**src/hw/rtl/particle_swarm_minimizer_core_defines.svh**
```systemverilog
// Assertion macros for the swarm minimizer core.
`ifndef PARTICLE_SWARM_MINIMIZER_CORE_DEFINES_SVH
`define PARTICLE_SWARM_MINIMIZER_CORE_DEFINES_SVH
`ifndef SYNTHESIS
`define PSM_ASSERT(lbl, prop, msg) \
	lbl: assert property (@(posedge clk) disable iff (!arst_n) prop) else $error(msg);
`define PSM_ASSERT_NEXT(lbl, cond, nxt, msg) \
	lbl: assert property (@(posedge clk) disable iff (!arst_n) (cond) |=> (nxt)) \
		else $error(msg);
`else
`define PSM_ASSERT(lbl, prop, msg)
`define PSM_ASSERT_NEXT(lbl, cond, nxt, msg)
`endif
`endif

```
**src/hw/rtl/psm_pkg.sv**
```systemverilog
`timescale 1ns / 1ps
package psm_pkg;
	localparam int unsigned POS_W   = 32;
	localparam int unsigned VAL_W   = 64;
	localparam int unsigned FRAC_W  = 16;
	localparam int unsigned MODE_W  = 2;
	localparam int unsigned SIZE_W  = 11;
	localparam int unsigned CIDX_W  = 1;
	localparam int unsigned MOP_W   = 40;
	localparam int unsigned MHALF_W = 20;
	localparam int unsigned MPROD_W = 80;

	localparam logic [MODE_W-1:0] MODE_LOAD  = 2'd0;
	localparam logic [MODE_W-1:0] MODE_ITER  = 2'd1;
	localparam logic [MODE_W-1:0] MODE_CLEAR = 2'd2;

	localparam logic [CIDX_W-1:0] CFG_LOWER = 1'b0;
	localparam logic [CIDX_W-1:0] CFG_UPPER = 1'b1;

	localparam logic signed [POS_W-1:0] LOWER_RST = -32'sd100663296;
	localparam logic signed [POS_W-1:0] UPPER_RST = 32'sd100663296;
	localparam logic signed [VAL_W-1:0] OBJ_CONST = 64'sd33554432;

	typedef struct packed {
		logic signed [VAL_W-1:0] pval;
		logic signed [POS_W-1:0] pbest;
		logic signed [POS_W-1:0] vel;
		logic signed [POS_W-1:0] pos;
	} psm_entry_t;

	typedef struct packed {
		logic             start;
		logic [MOP_W-1:0] a;
		logic [MOP_W-1:0] b;
	} psm_mul_req_t;

	typedef struct packed {
		logic               done;
		logic [MPROD_W-1:0] p;
	} psm_mul_rsp_t;

	// floor(+-m / 2^16) for a magnitude below 2^48
	function automatic logic signed [33:0] floor_shr16(input logic neg,
		input logic [MPROD_W-1:0] m);
		logic [MPROD_W-1:0] t;
		logic signed [33:0] q;
		t = m - MPROD_W'(1);
		if (!neg || m == '0) begin
			return $signed({2'b00, m[47:16]});
		end
		q = $signed({2'b00, t[47:16]});
		return -q - 34'sd1;
	endfunction
endpackage

```
**src/hw/rtl/psm_mul.sv**
```systemverilog
`timescale 1ns / 1ps
module psm_mul (
	input  logic                  clk,
	input  logic                  arst_n,
	input  psm_pkg::psm_mul_req_t req,
	output psm_pkg::psm_mul_rsp_t rsp
);
	localparam int unsigned HP_W = psm_pkg::MOP_W + psm_pkg::MHALF_W;

	logic [psm_pkg::MOP_W-1:0]   a_q;
	logic [psm_pkg::MOP_W-1:0]   b_q;
	logic [HP_W-1:0]             lo_q;
	logic                        ph1_q;
	logic                        ph2_q;
	logic [psm_pkg::MHALF_W-1:0] b_half;
	logic [HP_W-1:0]             prod;

	assign b_half = ph1_q ? b_q[psm_pkg::MHALF_W-1:0] : b_q[psm_pkg::MOP_W-1:psm_pkg::MHALF_W];
	assign prod   = HP_W'(a_q) * HP_W'(b_half);

	always_ff @(posedge clk or negedge arst_n) begin
		if (!arst_n) begin
			a_q      <= '0;
			b_q      <= '0;
			lo_q     <= '0;
			ph1_q    <= 1'b0;
			ph2_q    <= 1'b0;
			rsp.done <= 1'b0;
			rsp.p    <= '0;
		end else begin
			rsp.done <= 1'b0;
			ph1_q    <= req.start;
			ph2_q    <= ph1_q;
			if (req.start) begin
				a_q <= req.a;
				b_q <= req.b;
			end
			if (ph1_q) begin
				lo_q <= prod;
			end
			if (ph2_q) begin
				rsp.p    <= psm_pkg::MPROD_W'(lo_q) + {prod, {psm_pkg::MHALF_W{1'b0}}};
				rsp.done <= 1'b1;
			end
		end
	end
endmodule

```
**config.mk**
```make
export PLATFORM = sky130hd
export DESIGN_NAME = psm_mul
export DESIGN_NICKNAME = d
export VERILOG_FILES = /design/src/hw/rtl/particle_swarm_minimizer_core_defines.svh /design/src/hw/rtl/psm_pkg.sv /design/src/hw/rtl/psm_mul.sv
export SDC_FILE = /design/constraint.sdc
export NUM_CORES = 2
export LEC_CHECK = 0
export ABC_AREA = 1
export BUFFER_PORTS_ARGS = -buffer_cell sky130_fd_sc_hd__buf_2
export CAP_MARGIN = 5
export CORE_UTILIZATION = 45
export CTS_BUF_LIST = sky130_fd_sc_hd__clkbuf_4 sky130_fd_sc_hd__clkbuf_8
export DETAILED_ROUTE_END_ITERATION = 8
export MAX_ROUTING_LAYER = met4
export PLACE_DENSITY = 0.58
export SYNTH_ARGS = -nofsm -noshare
export SYNTH_HDL_FRONTEND = slang
export SYNTH_SLANG_ARGS = --single-unit
```
**constraint.sdc**
```tcl
create_clock -name clk -period 13.4 [get_ports clk]
set_clock_uncertainty 0.2 [all_clocks]
set_input_delay 1.34 -clock clk [delete_from_list [all_inputs] [get_ports clk]]
set_output_delay 1.34 -clock clk [all_outputs]
set_load 0.02 [all_outputs]
```
==> Word-level counts from Yosys, hierarchy flattened <==
Cells that the tools add are included.
{ "totals": {"regBits": 223, "in_bits": 83, "output_inout_bits": 81, "elab_cells": 11} }
{ "op_classes": {"addsub": 1, "n_mul": 1, "mux": 2} }
{ "op_table": {"columns": ["cell", "count"], "rows": [
  ["2-to-1 mux 81 bit", 1],
  ["adder 60 x 80 -> 80 bit", 1],
  ["multiplier 40 x 20 -> 60 bit", 1],
  ["2-to-1 mux 20 bit", 1]
]} }

==> Depth between registers and ports, before layout <==
{ "logic_depth": {"depth_word": 4, "depth_mapped": 49, "mapped_depth_nobuf": 46} }

==> Least setup slack after synthesis <==
Ideal clock, no wire load.
{ "synth_timing": {"path_kind": "reg-to-reg", "start": "register ph1_q", "end": "register rsp[64] (netlist bit)", "arrival_ns": 8.066, "required_ns": 13.070, "slack_ns": 5.005, "path_stages_with_launch": 42, "period_less_slack_ns": 8.395, "path_cell_list": "dfrtp_1 > clkbuf_1 > clkinv_1 > clkbuf_1 > nand2_1 > nand2_1 > inv_1 > clkbuf_1 > nand2_1 > fa_1 > inv_1 > fa_1 > inv_1 > fa_1 > inv_1 > fa_1 > fa_1 > fa_1 > [6 not listed] > nand2_4 > inv_1 > a21oi_1 > nand2_1 > a31oi_1 > xnor2_1 > ha_1 > a21oi_1 > inv_1 > a31oi_1 > o21bai_1 > a21oi_1 > nand2_1 > a31oi_1 > inv_1 > nand2_1 > xor2_1 > o21ai_1"} }
{ "synth_via": {"elab_chain_cells": 3} }
{ "synth_rtl": {"columns": ["item", "line", "source"], "rows": [
  ["from (decl)", "psm_mul.sv:13", "logic ph1_q;"],
  ["from (signal assigned)", "psm_mul.sv:32", "ph1_q <= req.start;"],
  ["2-to-1 mux 20 bit", "psm_mul.sv:18", "assign b_half = ph1_q ? b_q[psm_pkg::MHALF_W-1:0] : b_q[psm_pkg::MOP_W-1:psm_pkg::MHALF_W];"],
  ["multiplier 40 x 20 -> 60 bit", "psm_mul.sv:19", "assign prod = HP_W'(a_q) * HP_W'(b_half);"],
  ["net prod[35]", "psm_mul.sv:16", "logic [HP_W-1:0] prod;"],
  ["adder 60 x 80 -> 80 bit", "psm_mul.sv:42", "rsp.p <= psm_pkg::MPROD_W'(lo_q) + {prod, {psm_pkg::MHALF_W{1'b0}}};"],
  ["to (decl)", "psm_mul.sv:6", "output psm_pkg::psm_mul_rsp_t rsp"]
]} }
The timed path passes the listed nets, and every way through them passes these cells.
A chain may end at the register's enable or synchronous reset.

==> Worst setup path after layout <==
Ends and elaborated chain as after synthesis.

==> flow_summary.ini <==
[run_status]
status = finished clean

[final_layout]
register_area_mm2 = 0.005582
fillCellCount = 8608
final_nets = 6103
final_cells = 6298
multi_input_comb_area_mm2 = 0.02777
drive_gt1_frac = 0.08290
syn2layout_area_growth_pct = 7.319

[placement]
hpwl_um = 102000
dpl.cell_count = 6217
io_buffers = 163
globalplace.congestion = 0.9685

[route]
vias = 32333
via_per_inst = 5.134
drc = 0
drtPass1Iterations = 5
postRouteWirelength_um = 126900
post_drt_wl_per_cell_um = 20.16
drt_first_iter_violations = 2365
postRouteAntennaNets = 0

[clock_network]
cts_tree = yes
root_buffer = clkbuf_8
clk_latency_ns = 0.69
htreeDepth = 2
postCtsHoldBufs = 0
cts_setup_buffers = 0
cts.sinks = 223
post_cts_resized = 0
cts-buffers-inserted = 44
clkSlewWorstSetupHoldPaths_ns = 0.06
clock_path_buffers = 3

[grt]
grtUsageMet2 = 0.4870
gr-total-overflow = 0
grtUsageMet1 = 0.4239
use_met3 = 0.05045
grt_start_max_net_pins = 108
grt_pass1_wl_um = 199700
grt_use_total = 0.3160
busiest_layer = met2
grt_pass1_vias = 33434
antenna_found_initial = 2

[yosys]
synth.area.top_cells = fa_1 (36%), dfrtp_1 (15%), nand2_1 (14%), inv_1 (11%), ha_1 (6.8%)
synth_top_area_cell = fa_1
synth_area_mm2 = 0.03839
ys_seq_area_frac = 0.1453
yosysUniqueCellTypes = 51
syn-num-nets = 6055
synth_cells = 5081
synth_enable_flop_cells = 0
ys_warn_count = 0
synthDominantCellAreaShare = 0.3551
syn_area_per_cell_um2 = 7.556
synthArstFlopShare = 1.000
post-synth-top-count-cell = nand2_1
ys_ff_latch = 223
synth_top_flop_cell = dfrtp_1
ys_top_cells_by_count = nand2_1 (1462), inv_1 (1121), fa_1 (681)

[setup_path]
cp-end-kind = register
critical-path-slowest-cell = nand2_1
start_kind = register
cpLargestDelayFamily = adder cells
path_class = reg2reg
cpPeakStageDelay_ns = 0.63
required_ns = 13.69
crit_buf_inv = 8
crit_fanout = 74
arrival_ns = 11.35

[timing]
fmax_mhz = 90.36
tightest_slew_ns = 1.287
rsz0062_at_grt = no
final_hold_viol_count = 0
fin_crit_sh = 0.8258
finalSetupViolations = 0
setup_tns_ns = 0
finalCriticalPeriod_ns = 11.07
hold_ws_ns = 0.2727
final_max_slew_viol_count = 0
slew_headroom = 0.1399

[worst_hold_path]
hp-class = reg2reg

[floorplanning]
fp.dieH_um = 294.1
die_area_mm2 = 0.08649
initial_core_util = 0.4566
core_mm2 = 0.08409
rows = 106
fp.dieW_um = 294.1
io_pins = 164

[flow_run]
cap_violations = 0
[cell usage in the layout (no fill, tap or decap), types with 49 or more instances in the layout]
master / instances
ha_1: 210
nor2_1: 466
nand2_2: 49
dfrtp_1: 222
nand3_1: 96
buf_2: 161
nand2_1: 1462
inv_1: 1120
fa_1: 681
a21oi_1: 82
o21ai_0: 202
clkbuf_8: 56
[path summary, 6_finish.rpt]
check,slack (ns),depth (start not counted),startpoint,to
min in group asynchronous,0.54,1,arst_n,b_q[34]$_DFFE_PN0P_
max in group asynchronous,10.92,2,arst_n,rsp[64]$_DFFE_PN0P_
setup / recovery,2.33,36,ph1_q$_DFF_PN0_,rsp[64]$_DFFE_PN0P_
hold / removal,0.27,2,rsp[79]$_DFFE_PN0P_,rsp[79]$_DFFE_PN0P_
setup reg to reg,2.33,36,ph1_q$_DFF_PN0_,rsp[64]$_DFFE_PN0P_
hold reg to reg,0.27,2,rsp[79]$_DFFE_PN0P_,rsp[79]$_DFFE_PN0P_
[final cells by class]
cell class              count  area share
clock inverters             9    0.004494
diodes                      1  0.00006073
inverters                1155      0.1052
flip-flops and latches    223      0.1355
clock buffers              71     0.02144
multi-input cells        3515      0.6738
well taps                1134     0.03443
repair buffers            190     0.02502
[sequential cells by signal (all words and copies together) (netlist names)]
name,cells
lo_q,60
b_q,40
ph1_q,1
ph2_q,1
rsp,81
a_q,40
[cell families after synthesis]
group	Yosys count	synth area share
and+or+nand+nor	2194	0.2327
AOI/OAI and AO/OA	355	0.04966
buffers and inverters	1343	0.1316
DFF	223	0.1453
muxes	1	0.0002933
xor gates and xnor gates	74	0.01688
adders and majority gates	891	0.4235
[through the flow]
step                worst slack, ns    util  cell area [µm²]
detailed placement            2.524  0.4773            40130
global route                  1.590  0.4900            41200
CTS                           2.430  0.4900            41200
finish                        2.334  0.4900            41200
floorplan                     5.005       -            38390
global placement              2.579  0.4773            40130
[tightest hold or removal path: cells and delay by family (launching register included)]
| family | cells | cell delay [ns] |
|---|---|---|
| flip-flops | 1 | 0.33 |
| AND/OR/NAND/NOR | 2 | 0.10 |
[routing by layer]
layer / vias up / part of all wire
li1: 14914 / -
met1: 15977 / 0.44
met2: 1219 / 0.45
met3: 223 / 0.079
met4: 0 / 0.038
met5: - / 0
Power is left out: the tool's default activity adds up to more than one toggle a clock period on the data nets, which glitch-free logic cannot reach.
